$ cat config.mk
export PLATFORM = sky130hd
export DESIGN_NAME = udp_frame_reassembly_tracker
export DESIGN_NICKNAME = d
export VERILOG_FILES = /design/src/rtl/core/ufrt_pkg.sv /design/src/rtl/core/udp_frame_reassembly_tracker.sv /design/src/rtl/core/ufrt_front.sv /design/src/rtl/core/ufrt_fifo.sv /design/src/rtl/core/ufrt_back.sv
export SDC_FILE = /design/constraint.sdc
export NUM_CORES = 2
export LEC_CHECK = 0
export ABC_AREA = 1
export BUFFER_PORTS_ARGS = -buffer_cell sky130_fd_sc_hd__buf_2
export CAP_MARGIN = 20
export CORE_UTILIZATION = 50
export CTS_BUF_LIST = sky130_fd_sc_hd__clkbuf_8
export CTS_CLUSTER_SIZE = 28
export DETAILED_ROUTE_END_ITERATION = 8
export PLACE_DENSITY = 0.68
export SYNTH_ARGS = -nofsm -noshare
export SYNTH_HDL_FRONTEND = slang
export SYNTH_SLANG_ARGS = --single-unit
$ cat constraint.sdc
create_clock -name clk_i -period 8.95 [get_ports clk_i]
set_input_delay 0.4475 -clock clk_i [delete_from_list [all_inputs] [get_ports clk_i]]
set_output_delay 0.4475 -clock clk_i [all_outputs]
set_load 0.01 [all_outputs]
$ cat src/rtl/core/ufrt_pkg.sv
// Shared types and constants for the frame reassembly tracker.
// Holds sizing constants, the status codes and the header command that
// travels from the header checker to the frame tracker.
package ufrt_pkg;

  localparam int unsigned MAX_FRAME_BYTES = 262144;
  localparam int unsigned CHUNK_BYTES     = 1024;
  localparam int unsigned HEADER_BYTES    = 20;

  localparam int unsigned CHUNK_SLOTS = (MAX_FRAME_BYTES + CHUNK_BYTES - 1) / CHUNK_BYTES;
  localparam int unsigned CHUNK_SHIFT = $clog2(CHUNK_BYTES);
  localparam int unsigned FRAME_W     = $clog2(MAX_FRAME_BYTES + 1);
  localparam int unsigned IDX_W       = $clog2(CHUNK_SLOTS + 1);
  localparam int unsigned SLOT_W      = $clog2(CHUNK_SLOTS);
  localparam int unsigned LEN_W       = $clog2(CHUNK_BYTES + 1);

  localparam int unsigned OFFSET_W    = 18;
  localparam int unsigned STORE_LEN_W = 11;
  localparam int unsigned DONE_W      = 19;
  localparam int unsigned STATUS_W    = 3;

  localparam int unsigned IN_DATA_W  = 208;
  localparam int unsigned OUT_DATA_W = 88;

  localparam int unsigned FIFO_DEPTH = 2;
  localparam int unsigned FIFO_AW    = $clog2(FIFO_DEPTH);

  localparam logic [31:0] TIMEOUT_RESET = 32'd1000;

  typedef enum logic {
    REG_MAGIC   = 1'b0,
    REG_TIMEOUT = 1'b1
  } reg_index_e;

  typedef enum logic [STATUS_W-1:0] {
    ST_INVALID   = 3'd0,
    ST_STALE     = 3'd1,
    ST_TIMEOUT   = 3'd2,
    ST_MISMATCH  = 3'd3,
    ST_DUPLICATE = 3'd4,
    ST_STORED    = 3'd5,
    ST_COMPLETE  = 3'd6
  } status_e;

  typedef struct packed {
    logic               hdr_ok;
    logic [31:0]        pkt_id;
    logic [FRAME_W-1:0] frame_bytes;
    logic [IDX_W-1:0]   chunk_idx;
    logic [IDX_W-1:0]   chunks_new;
    logic [LEN_W-1:0]   payload_len;
    logic [31:0]        now_ms;
  } hdr_cmd_t;

endpackage

$ cat src/rtl/core/udp_frame_reassembly_tracker.sv
// Frame reassembly tracker for chunked datagrams, one header per transfer.
// A header is accepted every cycle while the two-entry queue has room; its
// result is registered in the frame tracker once it leaves the queue. The
// frame tracker's combinational update of the open frame and 256-flop chunk
// bitmap sets the sustained rate of one header per cycle while results are
// taken. Stalls on the result side back up into the queue, then into
// s_axis_tready.
// Depends on ufrt_pkg, ufrt_front, ufrt_fifo and ufrt_back.
module udp_frame_reassembly_tracker (
  input  logic                            clk_i,
  input  logic                            rst_ni,
  input  logic                            cfg_we_i,
  input  logic                            cfg_index_i,
  input  logic [31:0]                     cfg_wdata_i,
  input  logic                            s_axis_tvalid,
  output logic                            s_axis_tready,
  // datagram_length, header_magic, packet_frame_id, packet_frame_size,
  // packet_offset, payload_size, now_ms
  input  logic [ufrt_pkg::IN_DATA_W-1:0]  s_axis_tdata,
  output logic                            m_axis_tvalid,
  input  logic                            m_axis_tready,
  // store_enable, store_offset, store_length, done_frame_bytes, frames_done
  output logic [ufrt_pkg::OUT_DATA_W-1:0] m_axis_tdata,
  // status
  output logic [ufrt_pkg::STATUS_W-1:0]   m_axis_tuser
);
  import ufrt_pkg::*;

  logic [31:0] magic_q;
  logic [31:0] timeout_q;
  hdr_cmd_t    front_cmd;
  hdr_cmd_t    back_cmd;
  logic        fifo_full;
  logic        fifo_empty;
  logic        fifo_pop;
  logic        fifo_push;

  always_ff @(posedge clk_i or negedge rst_ni) begin
    if (!rst_ni) begin
      magic_q   <= '0;
      timeout_q <= TIMEOUT_RESET;
    end else if (cfg_we_i) begin
      unique case (reg_index_e'(cfg_index_i))
        REG_MAGIC:   magic_q   <= cfg_wdata_i;
        REG_TIMEOUT: timeout_q <= cfg_wdata_i;
        default:     ;
      endcase
    end
  end

  assign s_axis_tready = !fifo_full;
  assign fifo_push     = s_axis_tvalid && !fifo_full;

  ufrt_front u_front (
    .hdr_data_i   (s_axis_tdata),
    .magic_word_i (magic_q),
    .cmd_o        (front_cmd)
  );

  ufrt_fifo u_fifo (
    .clk_i       (clk_i),
    .rst_ni      (rst_ni),
    .push_i      (fifo_push),
    .push_data_i (front_cmd),
    .full_o      (fifo_full),
    .pop_i       (fifo_pop),
    .empty_o     (fifo_empty),
    .pop_data_o  (back_cmd)
  );

  ufrt_back u_back (
    .clk_i        (clk_i),
    .rst_ni       (rst_ni),
    .timeout_ms_i (timeout_q),
    .cmd_valid_i  (!fifo_empty),
    .cmd_i        (back_cmd),
    .cmd_pop_o    (fifo_pop),
    .out_valid_o  (m_axis_tvalid),
    .out_ready_i  (m_axis_tready),
    .out_data_o   (m_axis_tdata),
    .out_user_o   (m_axis_tuser)
  );

endmodule

$ cat src/rtl/core/ufrt_front.sv
// Header checker: validates magic, sizes, length match, bounds and alignment.
// Produces a narrowed header command for the frame tracker; uses ufrt_pkg.
module ufrt_front (
  input  logic [ufrt_pkg::IN_DATA_W-1:0] hdr_data_i,
  input  logic [31:0]                    magic_word_i,
  output ufrt_pkg::hdr_cmd_t             cmd_o
);
  import ufrt_pkg::*;

  logic [15:0] dlen;
  logic [31:0] magic;
  logic [31:0] fid;
  logic [31:0] fsize;
  logic [31:0] offs;
  logic [31:0] psize;
  logic [31:0] now;
  logic [32:0] end_sum;
  logic [32:0] len_need;
  logic [FRAME_W:0] round_up;
  logic        bad;

  assign dlen  = hdr_data_i[15:0];
  assign magic = hdr_data_i[47:16];
  assign fid   = hdr_data_i[79:48];
  assign fsize = hdr_data_i[111:80];
  assign offs  = hdr_data_i[143:112];
  assign psize = hdr_data_i[175:144];
  assign now   = hdr_data_i[207:176];

  assign end_sum  = {1'b0, offs} + {1'b0, psize};
  assign len_need = 33'(HEADER_BYTES) + {1'b0, psize};
  assign round_up = {1'b0, fsize[FRAME_W-1:0]} + (FRAME_W + 1)'(CHUNK_BYTES - 1);

  assign bad = (dlen < 16'(HEADER_BYTES)) ||
               (magic != magic_word_i) ||
               (fsize > MAX_FRAME_BYTES) ||
               (psize > CHUNK_BYTES) ||
               ({17'b0, dlen} != len_need) ||
               (end_sum > {1'b0, fsize}) ||
               (offs[CHUNK_SHIFT-1:0] != '0);

  always_comb begin
    cmd_o.hdr_ok      = !bad;
    cmd_o.pkt_id      = fid;
    cmd_o.frame_bytes = fsize[FRAME_W-1:0];
    cmd_o.chunk_idx   = IDX_W'(offs >> CHUNK_SHIFT);
    cmd_o.chunks_new  = IDX_W'(round_up >> CHUNK_SHIFT);
    cmd_o.payload_len = psize[LEN_W-1:0];
    cmd_o.now_ms      = now;
  end

endmodule

$ cat src/rtl/core/ufrt_fifo.sv
// Short command queue between the header checker and the frame tracker.
// Flop storage of ufrt_pkg::FIFO_DEPTH header commands.
module ufrt_fifo (
  input  logic               clk_i,
  input  logic               rst_ni,
  input  logic               push_i,
  input  ufrt_pkg::hdr_cmd_t push_data_i,
  output logic               full_o,
  input  logic               pop_i,
  output logic               empty_o,
  output ufrt_pkg::hdr_cmd_t pop_data_o
);
  import ufrt_pkg::*;

  hdr_cmd_t         mem_q [FIFO_DEPTH];
  logic [FIFO_AW-1:0] wr_ptr_q, wr_ptr_d;
  logic [FIFO_AW-1:0] rd_ptr_q, rd_ptr_d;
  logic [FIFO_AW:0]   count_q, count_d;

  assign full_o     = (count_q == (FIFO_AW + 1)'(FIFO_DEPTH));
  assign empty_o    = (count_q == '0);
  assign pop_data_o = mem_q[rd_ptr_q];

  always_comb begin
    wr_ptr_d = wr_ptr_q;
    rd_ptr_d = rd_ptr_q;
    count_d  = count_q;
    if (push_i) begin
      wr_ptr_d = (wr_ptr_q == FIFO_AW'(FIFO_DEPTH - 1)) ? '0 : wr_ptr_q + 1'b1;
    end
    if (pop_i) begin
      rd_ptr_d = (rd_ptr_q == FIFO_AW'(FIFO_DEPTH - 1)) ? '0 : rd_ptr_q + 1'b1;
    end
    if (push_i && !pop_i) begin
      count_d = count_q + 1'b1;
    end else if (pop_i && !push_i) begin
      count_d = count_q - 1'b1;
    end
  end

  always_ff @(posedge clk_i or negedge rst_ni) begin
    if (!rst_ni) begin
      wr_ptr_q <= '0;
      rd_ptr_q <= '0;
      count_q  <= '0;
    end else begin
      wr_ptr_q <= wr_ptr_d;
      rd_ptr_q <= rd_ptr_d;
      count_q  <= count_d;
    end
  end

  always_ff @(posedge clk_i) begin
    if (push_i) begin
      mem_q[wr_ptr_q] <= push_data_i;
    end
  end

endmodule

$ cat src/rtl/core/ufrt_back.sv
// Frame tracker: applies header commands to the open frame and chunk bitmap.
// Drives the registered result transfer; uses ufrt_pkg.
module ufrt_back (
  input  logic                            clk_i,
  input  logic                            rst_ni,
  input  logic [31:0]                     timeout_ms_i,
  input  logic                            cmd_valid_i,
  input  ufrt_pkg::hdr_cmd_t              cmd_i,
  output logic                            cmd_pop_o,
  output logic                            out_valid_o,
  input  logic                            out_ready_i,
  output logic [ufrt_pkg::OUT_DATA_W-1:0] out_data_o,
  output logic [ufrt_pkg::STATUS_W-1:0]   out_user_o
);
  import ufrt_pkg::*;

  logic [31:0]          open_id_q, open_id_d;
  logic [FRAME_W-1:0]   open_bytes_q, open_bytes_d;
  logic [FRAME_W-1:0]   bytes_rx_q, bytes_rx_d;
  logic [IDX_W-1:0]     chunks_exp_q, chunks_exp_d;
  logic [IDX_W-1:0]     chunks_rx_q, chunks_rx_d;
  logic [CHUNK_SLOTS-1:0] seen_q, seen_d;
  logic [31:0]          start_q, start_d;
  logic [31:0]          count_q, count_d;

  logic                 out_valid_q;
  status_e              status_q, status_d;
  logic                 st_en_q, st_en_d;
  logic [OFFSET_W-1:0]  st_off_q, st_off_d;
  logic [STORE_LEN_W-1:0] st_len_q, st_len_d;
  logic [DONE_W-1:0]    done_q, done_d;

  logic [31:0]          age;
  logic                 timed_out;
  logic [SLOT_W-1:0]    slot;

  assign cmd_pop_o = cmd_valid_i && (!out_valid_q || out_ready_i);
  assign age       = cmd_i.now_ms - start_q;
  assign timed_out = (open_bytes_q != '0) && (cmd_i.pkt_id == open_id_q) &&
                     (age > timeout_ms_i);
  assign slot      = cmd_i.chunk_idx[SLOT_W-1:0];

  always_comb begin
    open_id_d    = open_id_q;
    open_bytes_d = open_bytes_q;
    bytes_rx_d   = bytes_rx_q;
    chunks_exp_d = chunks_exp_q;
    chunks_rx_d  = chunks_rx_q;
    seen_d       = seen_q;
    start_d      = start_q;
    count_d      = count_q;
    status_d     = ST_INVALID;
    st_en_d      = 1'b0;
    st_off_d     = '0;
    st_len_d     = '0;
    done_d       = '0;
    priority if (!cmd_i.hdr_ok) begin
      status_d = ST_INVALID;
    end else if (timed_out) begin
      open_bytes_d = '0;
      bytes_rx_d   = '0;
      chunks_rx_d  = '0;
      status_d     = ST_TIMEOUT;
    end else if (cmd_i.pkt_id < open_id_q) begin
      status_d = ST_STALE;
    end else begin
      if (cmd_i.pkt_id != open_id_q) begin
        open_id_d    = cmd_i.pkt_id;
        open_bytes_d = cmd_i.frame_bytes;
        bytes_rx_d   = '0;
        chunks_exp_d = cmd_i.chunks_new;
        chunks_rx_d  = '0;
        seen_d       = '0;
        start_d      = cmd_i.now_ms;
      end
      if ((cmd_i.frame_bytes != open_bytes_d) || (cmd_i.chunk_idx >= chunks_exp_d) ||
          (cmd_i.chunk_idx >= IDX_W'(CHUNK_SLOTS))) begin
        status_d = ST_MISMATCH;
      end else begin
        if (!seen_d[slot]) begin
          seen_d[slot] = 1'b1;
          bytes_rx_d   = bytes_rx_d + FRAME_W'(cmd_i.payload_len);
          chunks_rx_d  = chunks_rx_d + 1'b1;
          st_en_d      = 1'b1;
          st_off_d     = OFFSET_W'({slot, {CHUNK_SHIFT{1'b0}}});
          st_len_d     = STORE_LEN_W'(cmd_i.payload_len);
          status_d     = ST_STORED;
        end else begin
          status_d = ST_DUPLICATE;
        end
        if ((bytes_rx_d >= open_bytes_d) && (chunks_rx_d >= chunks_exp_d)) begin
          count_d      = count_q + 1'b1;
          done_d       = DONE_W'(open_bytes_d);
          open_bytes_d = '0;
          bytes_rx_d   = '0;
          chunks_rx_d  = '0;
          status_d     = ST_COMPLETE;
        end
      end
    end
  end

  always_ff @(posedge clk_i or negedge rst_ni) begin
    if (!rst_ni) begin
      open_id_q    <= '0;
      open_bytes_q <= '0;
      bytes_rx_q   <= '0;
      chunks_exp_q <= '0;
      chunks_rx_q  <= '0;
      seen_q       <= '0;
      start_q      <= '0;
      count_q      <= '0;
      out_valid_q  <= 1'b0;
    end else begin
      if (cmd_pop_o) begin
        open_id_q    <= open_id_d;
        open_bytes_q <= open_bytes_d;
        bytes_rx_q   <= bytes_rx_d;
        chunks_exp_q <= chunks_exp_d;
        chunks_rx_q  <= chunks_rx_d;
        seen_q       <= seen_d;
        start_q      <= start_d;
        count_q      <= count_d;
        out_valid_q  <= 1'b1;
      end else if (out_ready_i) begin
        out_valid_q  <= 1'b0;
      end
    end
  end

  always_ff @(posedge clk_i) begin
    if (cmd_pop_o) begin
      status_q <= status_d;
      st_en_q  <= st_en_d;
      st_off_q <= st_off_d;
      st_len_q <= st_len_d;
      done_q   <= done_d;
    end
  end

  assign out_valid_o = out_valid_q;
  assign out_user_o  = status_q;
  assign out_data_o  = {7'b0, count_q, done_q, st_len_q, st_off_q, st_en_q};

endmodule

# --- Word-level counts from Yosys, hierarchy flattened ---
# Memories as Yosys holds them, arrays and structs flattened.
# Cells that the tools add are included.
op_classes:
  addsub: 11
  multipliers: 0
  div: 0
  magnitude_cmp: 12
  n_eq_ne: 7
  shift: 0
  mux: 62
  n_bitwise: 7
  reduce_logical: 38
ops:
  columns: ["operator", "count"]
  rows:
  - ["$mux 256", 6]
  - ["$mux 19", 21]
  - ["$or 256x256->256", 1]
  - ["$mux 9", 17]
  - ["$ne 32x32->1", 2]
  - ["$add 32x32->33", 1]
  - ["$add 5x32->33 const A", 1]
  - ["$gt 33x32->1", 1]
  - ["$ne 16x33->1", 1]
  - ["$add 32x1->32 const B", 1]
  - ["$eq 32x32->1", 1]
  - ["$gt 32x11->1 const B", 1]
  - ["$gt 32x19->1 const B", 1]
  - ["$gt 32x32->1", 1]
  - ["$lt 32x32->1", 1]
  - ["$sub 32x32->32", 1]
  - ["$add 19x10->19 const B", 1]
  - ["$add 19x11->19", 1]
  - ["$ge 19x19->1", 1]
  - ["$ne 19x19->1", 1]
  - ["$reduce_bool 19->1", 1]
  - ["$ge 9x9->1", 2]
  - ["$lt 16x5->1 const B", 1]
  - ["$mux 2", 6]
  - ["other kinds (27)", 65]
word_totals:
  ff_bits: 529
  latchBits: 0
  mem_bits_rw: 226
  rom_bits: 0
  input_bits: 246
  out_inout_bits: 93
  elab_cells: 160
  mem_count: 1
mem_list:
  columns: ["name", "words", "word_bits", "read_ports", "rd_clocked_by_memory_dff", "wr", "line_no", "text"]
  rows:
  - ["u_fifo.mem_q", 2, 113, 1, 0, 1, "ufrt_fifo.sv:15", "hdr_cmd_t mem_q [FIFO_DEPTH];"]

# --- Logic depth before layout (Yosys ltp) ---
# An unclocked memory read counts as a cell.
depth:
  depth_word: 19
  mapped_depth: 49
  ltp_nobuf: 40

# --- Hierarchy ---
# A second synthesis with hierarchy kept.
hier_totals:
  hier_cells: 5201
  hier_area_um2: 43377.9
modules_own_cells:
  columns: ["module", "n_inst", "cells_per_inst", "area_per_inst_um2", "seq_area_each_um2"]
  rows:
  - ["ufrt_back", 1, 3604, 26837.0, 11496.0]
  - ["ufrt_fifo", 1, 377, 8609.5, 6886.6]
  - ["ufrt_front", 1, 937, 5361.4, 0.0]
  - ["udp_frame_reassembly_tracker", 1, 283, 2570.0, 1609.0]

# --- Worst setup path after synthesis ---
# OpenSTA, ideal clock, no wires.
synth_timing:
  kind: "register to register"
  startpoint: "register u_fifo.rd_ptr_q"
  endpoint: "register u_back.count_q[23]"
  setup_time_ns: 0.117
  arrival_time_ns: 6.445
  required_ns: 8.833
  setup_slack_ns: 2.387
  stages_incl_launch_ff: 43
  n_path_buf: 10
  synth_period_minus_slack_ns: 6.563
  cell_sequence: "dfrtp_1 buf_2 buf_4 buf_2 buf_2 clkbuf_1 clkbuf_1 nand2_1 nand2_1 ha_1 nand2_1 nor2_1 nand2_1 nor3_4 nand2_2 buf_1 clkbuf_1 clkbuf_1 [7 not listed] o21ai_0 ha_1 nand2_1 nor2_1 nand2_1 o211ai_1 nand2_1 a21oi_1 o21ai_0 nand2_1 nand2_1 nand3_1 nand2_1 nor2_1 nand2_2 clkbuf_1 nand2_1 nand2_1"
synth_lines:
  columns: ["item", "line_no", "text"]
  rows:
  - ["from (decl)", "ufrt_fifo.sv:17", "logic [FIFO_AW-1:0] rd_ptr_q, rd_ptr_d;"]
  - ["from (signal assigned)", "ufrt_fifo.sv:48", "rd_ptr_q <= rd_ptr_d;"]
  - ["to (signal assigned)", "ufrt_back.sv:123", "count_q <= count_d;"]
  - ["to (decl)", "ufrt_back.sv:24", "logic [31:0] count_q, count_d;"]

# --- Worst setup path in the final report ---
layout_timing:
  startpoint: "register u_fifo.rd_ptr_q"
  endpoint: "register u_back.open_bytes_q[6]"
layout_between:
  elab_chain_cells: 19
  word_cells_on_any_way: 56
  classes_between: "add/sub (3); order compare (6); eq/ne (4); mux (36); reduce/logical (6); memory (1)"
layout_lines:
  columns: ["item", "line_no", "text"]
  rows:
  - ["$mem_v2 2x113 (*)", null, null]
  - ["$ne 32x32->1", "ufrt_back.sv:67", "if (cmd_i.pkt_id != open_id_q) begin"]
  - ["$mux 256", "ufrt_back.sv:67", null]
  - ["$mux 256", "ufrt_back.sv:64", "end else if (cmd_i.pkt_id < open_id_q) begin"]
  - ["$mux 256", "ufrt_back.sv:59", "end else if (timed_out) begin"]
  - ["$mux 256", "ufrt_back.sv:57", "priority if (!cmd_i.hdr_ok) begin"]
  - ["$bmux 1 s8", "ufrt_back.sv:80", "if (!seen_d[slot]) begin"]
  - ["$mux 1 (not written as such)", "ufrt_back.sv:80", null]
  - ["[3 not listed]", null, null]
  - ["$mux 19 or $mux 9 (tied branches)", "ufrt_back.sv:59", null]
  - ["$mux 19 or $mux 9 (tied branches)", "ufrt_back.sv:57", null]
  - ["$ge 19x19->1 or $ge 9x9->1 (tied branches)", "ufrt_back.sv:91", "if ((bytes_rx_d >= open_bytes_d) && (chunks_rx_d >= chunks_exp_d)) begin"]
  - ["$logic_and 1x1->1", "ufrt_back.sv:91", null]
  - ["$mux 19", "ufrt_back.sv:91", null]
  - ["$mux 19", "ufrt_back.sv:76", "if ((cmd_i.frame_bytes != open_bytes_d) || (cmd_i.chunk_idx >= chunks_exp_d) ||"]
  - ["$mux 19", "ufrt_back.sv:64", null]
  - ["$mux 19", "ufrt_back.sv:59", null]
  - ["to (signal assigned)", "ufrt_back.sv:117", "open_bytes_q <= open_bytes_d;"]
  - ["to (decl)", "ufrt_back.sv:18", "logic [FRAME_W-1:0] open_bytes_q, open_bytes_d;"]
# Every way passes the cells marked *; elsewhere a longest branch is shown, timed or not. The select of a mux whose other input is x is not followed.
# A chain may end at the register's enable or synchronous reset.

==> out/metrics.cfg <==
[synthesis]
synthTopCellsByCount = nand2_1, o21ai_0, inv_1
yosysWarningCount = 0
syn_area_sq_um = 41700
synthArstFlopShare_pct = 64.0
yosys-top-cells-area = dfrtp_1, edfxtp_1, nand2_1
ys_seq_area_share_pct = 48.0
synthFlopType = dfrtp_1
yosysUniqueCellTypes = 60
synth_seq_cells = 745
synth_largest_area_cell = dfrtp_1
syn_inst = 5100
synth_most_common_cell = nand2_1
synth_edf_count = 268
avgSynthCellArea_sq_um = 8.17
yosysTopAreaCellShare_pct = 28.3

[clocking]
clock_sinks = 745
post_cts_resized = 0
htreeDepth = 4
clk-insertion-delay-late_ns = 0.83
cts_inserted_buffers = 133
clk_path_buf_depth = 3
clk_pin_slew_ns = 0.06
cts_tree = built
root_buffer = clkbuf_8

[sta]
setup_tns_ns = 0
drv_slew = 0
worst_slew_pin_slew_ns = 1.13
relSlewSlack_pct = 24.4
hold_viol_final = 0
rsz0062_at_grt = no
period_share_pct = 80.1
fmax_ghz = 0.139
setup-violations-final = 0
fin_crit_ns = 7.17
fin_skew_ns = 0.0317
holdWs_ns = 0.0276

[route]
drt_iter0_drc = 3831
via_per_inst = 5.55
via_count = 37300
wirelength_mm = 131
remaining_drc_errors = 0
first_pass_iters = 8
antenna_left = 0
avgRoutedWirePerCell_um = 19.5

[worst_hold_path]
whs_path_depth = 4
min_path_type = in -> reg

[global_route]
grt_max_degree = 240
antenna_found_initial = 11
grt_pass1_vias = 35300
grt_pass1_wl_mm = 203
gr-total-overflow = 0
grtUsageTotal_pct = 30.9

[finish]
drive_gt1_share_pct = 12.0
stdcell_area_sq_um = 48400
nets = 6002
area_growth_pct = 16.2
post-route-util_pct = 58.9

[place]
port_buffers = 321
gp_congestion = 0.985
placed_area_sq_um = 44300
hpwl_mm = 89.0

[floorplan]
die_h_um = 291
die-area_sq_um = 84500
fp-row-count = 105
dieWidth_um = 291
initial_utilization_pct = 50.7
core_sq_um = 82200
io_pins = 339

[critical_path]
crit_path_start_kind = register
r2r_slack_ns = 1.78
critPathMaxStageDelay_ns = 0.81
rr_worst_depth = 35
r2r_end = u_back.open_bytes_q[6]$_DFFE_PN0P_
crit_end = u_back.open_bytes_q[6]$_DFFE_PN0P_
r2r_start = u_fifo.rd_ptr_q$_DFFE_PN0P_
path_common_cell = nand2_1
crit_slowest_cell = nor2_2
cp.arrival_ns = 7.82
worstSetupPathType = reg -> reg
startpoint = u_fifo.rd_ptr_q$_DFFE_PN0P_
worstPathRequired_ns = 9.60
critPathMaxFanout = 74
endpoint_kind = register

[pwr]
p_leak_nw = 23.2
ir_drop_mv = 0.159
p_per_area_nw_per_um2 = 227

[run_status]
status = finished, final reports clean

[job]
maxCapViolations = 0

state kept, by name (all words and copies together), names as in the netlist, 32 cells and up:
signal	count
u_back.seen_q	256
u_fifo.mem_q	226
magic_q	32
timeout_q	32
u_back.count_q	32
u_back.open_id_q	32
u_back.start_q	32
logic make-up after synthesis:
group / Yosys count / share of synthesized area [%]
fa+ha+maj: 210 / 6.36
other cells: 1 / 0.00899
simple gates: 2370 / 23.9
mux: 16 / 0.387
flops: 745 / 48.0
buf+inv: 764 / 7.34
xor+xnor: 142 / 2.98
compound gates: 852 / 11.1
worst min-delay path by stage:
stage	start	to
after floorplan	rst_ni	magic_q[0]$_DFFE_PN0P_
after global placement	u_back.chunks_rx_q[4]$_DFFE_PN0P_	u_back.chunks_rx_q[4]$_DFFE_PN0P_
after detailed placement	u_fifo.count_q[0]$_DFFE_PN0P_	u_fifo.count_q[0]$_DFFE_PN0P_
after CTS	s_axis_tvalid	u_fifo.wr_ptr_q$_DFFE_PN0P_
after global routing	cfg_index_i	timeout_q[20]$_DFFE_PN0P_
final	cfg_index_i	timeout_q[20]$_DFFE_PN0P_
power by group:
part	total (W)	internal [W]	leakage [nW]	switching [W]
registers	0.00407	0.00397	8.32	0.000103
logic	0.00377	0.00107	13.3	0.00270
clock network	0.00316	0.00169	1.53	0.00147
total	0.0110	0.00673	23.2	0.00428
critical path, delay by kind of cell, from the launching register on:
| family | cells | cell delay, ns |
|---|---|---|
| AND/OR/NAND/NOR | 27 | 4.85 |
| flip-flops | 1 | 0.41 |
| AO/OA/AOI/OAI | 2 | 0.20 |
| adder cells (fa/ha/maj) | 1 | 0.28 |
| buffers and inverters | 5 | 1.22 |
layout by cell type, fill, tap and decap left out, types with 37 or more instances in the layout:
cell type,netlist,layout
o22ai_1,62,62
clkbuf_8,0,161
buf_2,52,320
xnor2_1,37,37
nand3_1,460,460
nor2_1,316,306
dfrtp_1,471,470
edfxtp_1,268,268
nor3_1,51,51
dlygate4sd3_1,0,139
inv_1,512,560
nand2_1,1387,1384
buf_4,30,67
xor2_1,105,105
ha_1,207,207
a21oi_1,148,147
o21ai_0,513,513
nand4_1,49,49
routing by layer:
metal,global-route usage [%],up-vias,part of all wire (%)
met1,42.6,17600,43
met2,48.1,1679,45
met4,11.5,16,3.3
met5,0,-,0.070
met3,6.12,291,8.6
li1,-,17800,-
area by class of cell:
cell class              instances  area (sq um)
flip-flops and latches        745         20000
clock inverters                83           427
clock buffers                 161          2220
multi-input cells            3607         18800
fillers                      7412         33800
inverters                     520          1960
diodes                          3          7.51
repair buffers                539          3730
well taps                    1070          1340
through the flow:
step	worst slack, ns	instances	power [W]
2_1_floorplan	2.39	5116	0.00645
3_3_place_gp	1.83	6330	0.00773
3_5_place_dp	1.71	6333	0.00777
4_1_cts	1.66	6714	0.0110
5_1_grt	0.999	6727	0.0116
6_report	1.78	6728	0.0110
timing repair:
action | 4_1_cts | 5_1_grt
buffers inserted | 0 | 0
hold buffers | 137 | 2
hold endpoints to repair | 390 | 1
Note: power is estimated with default switching activity, not from simulation.
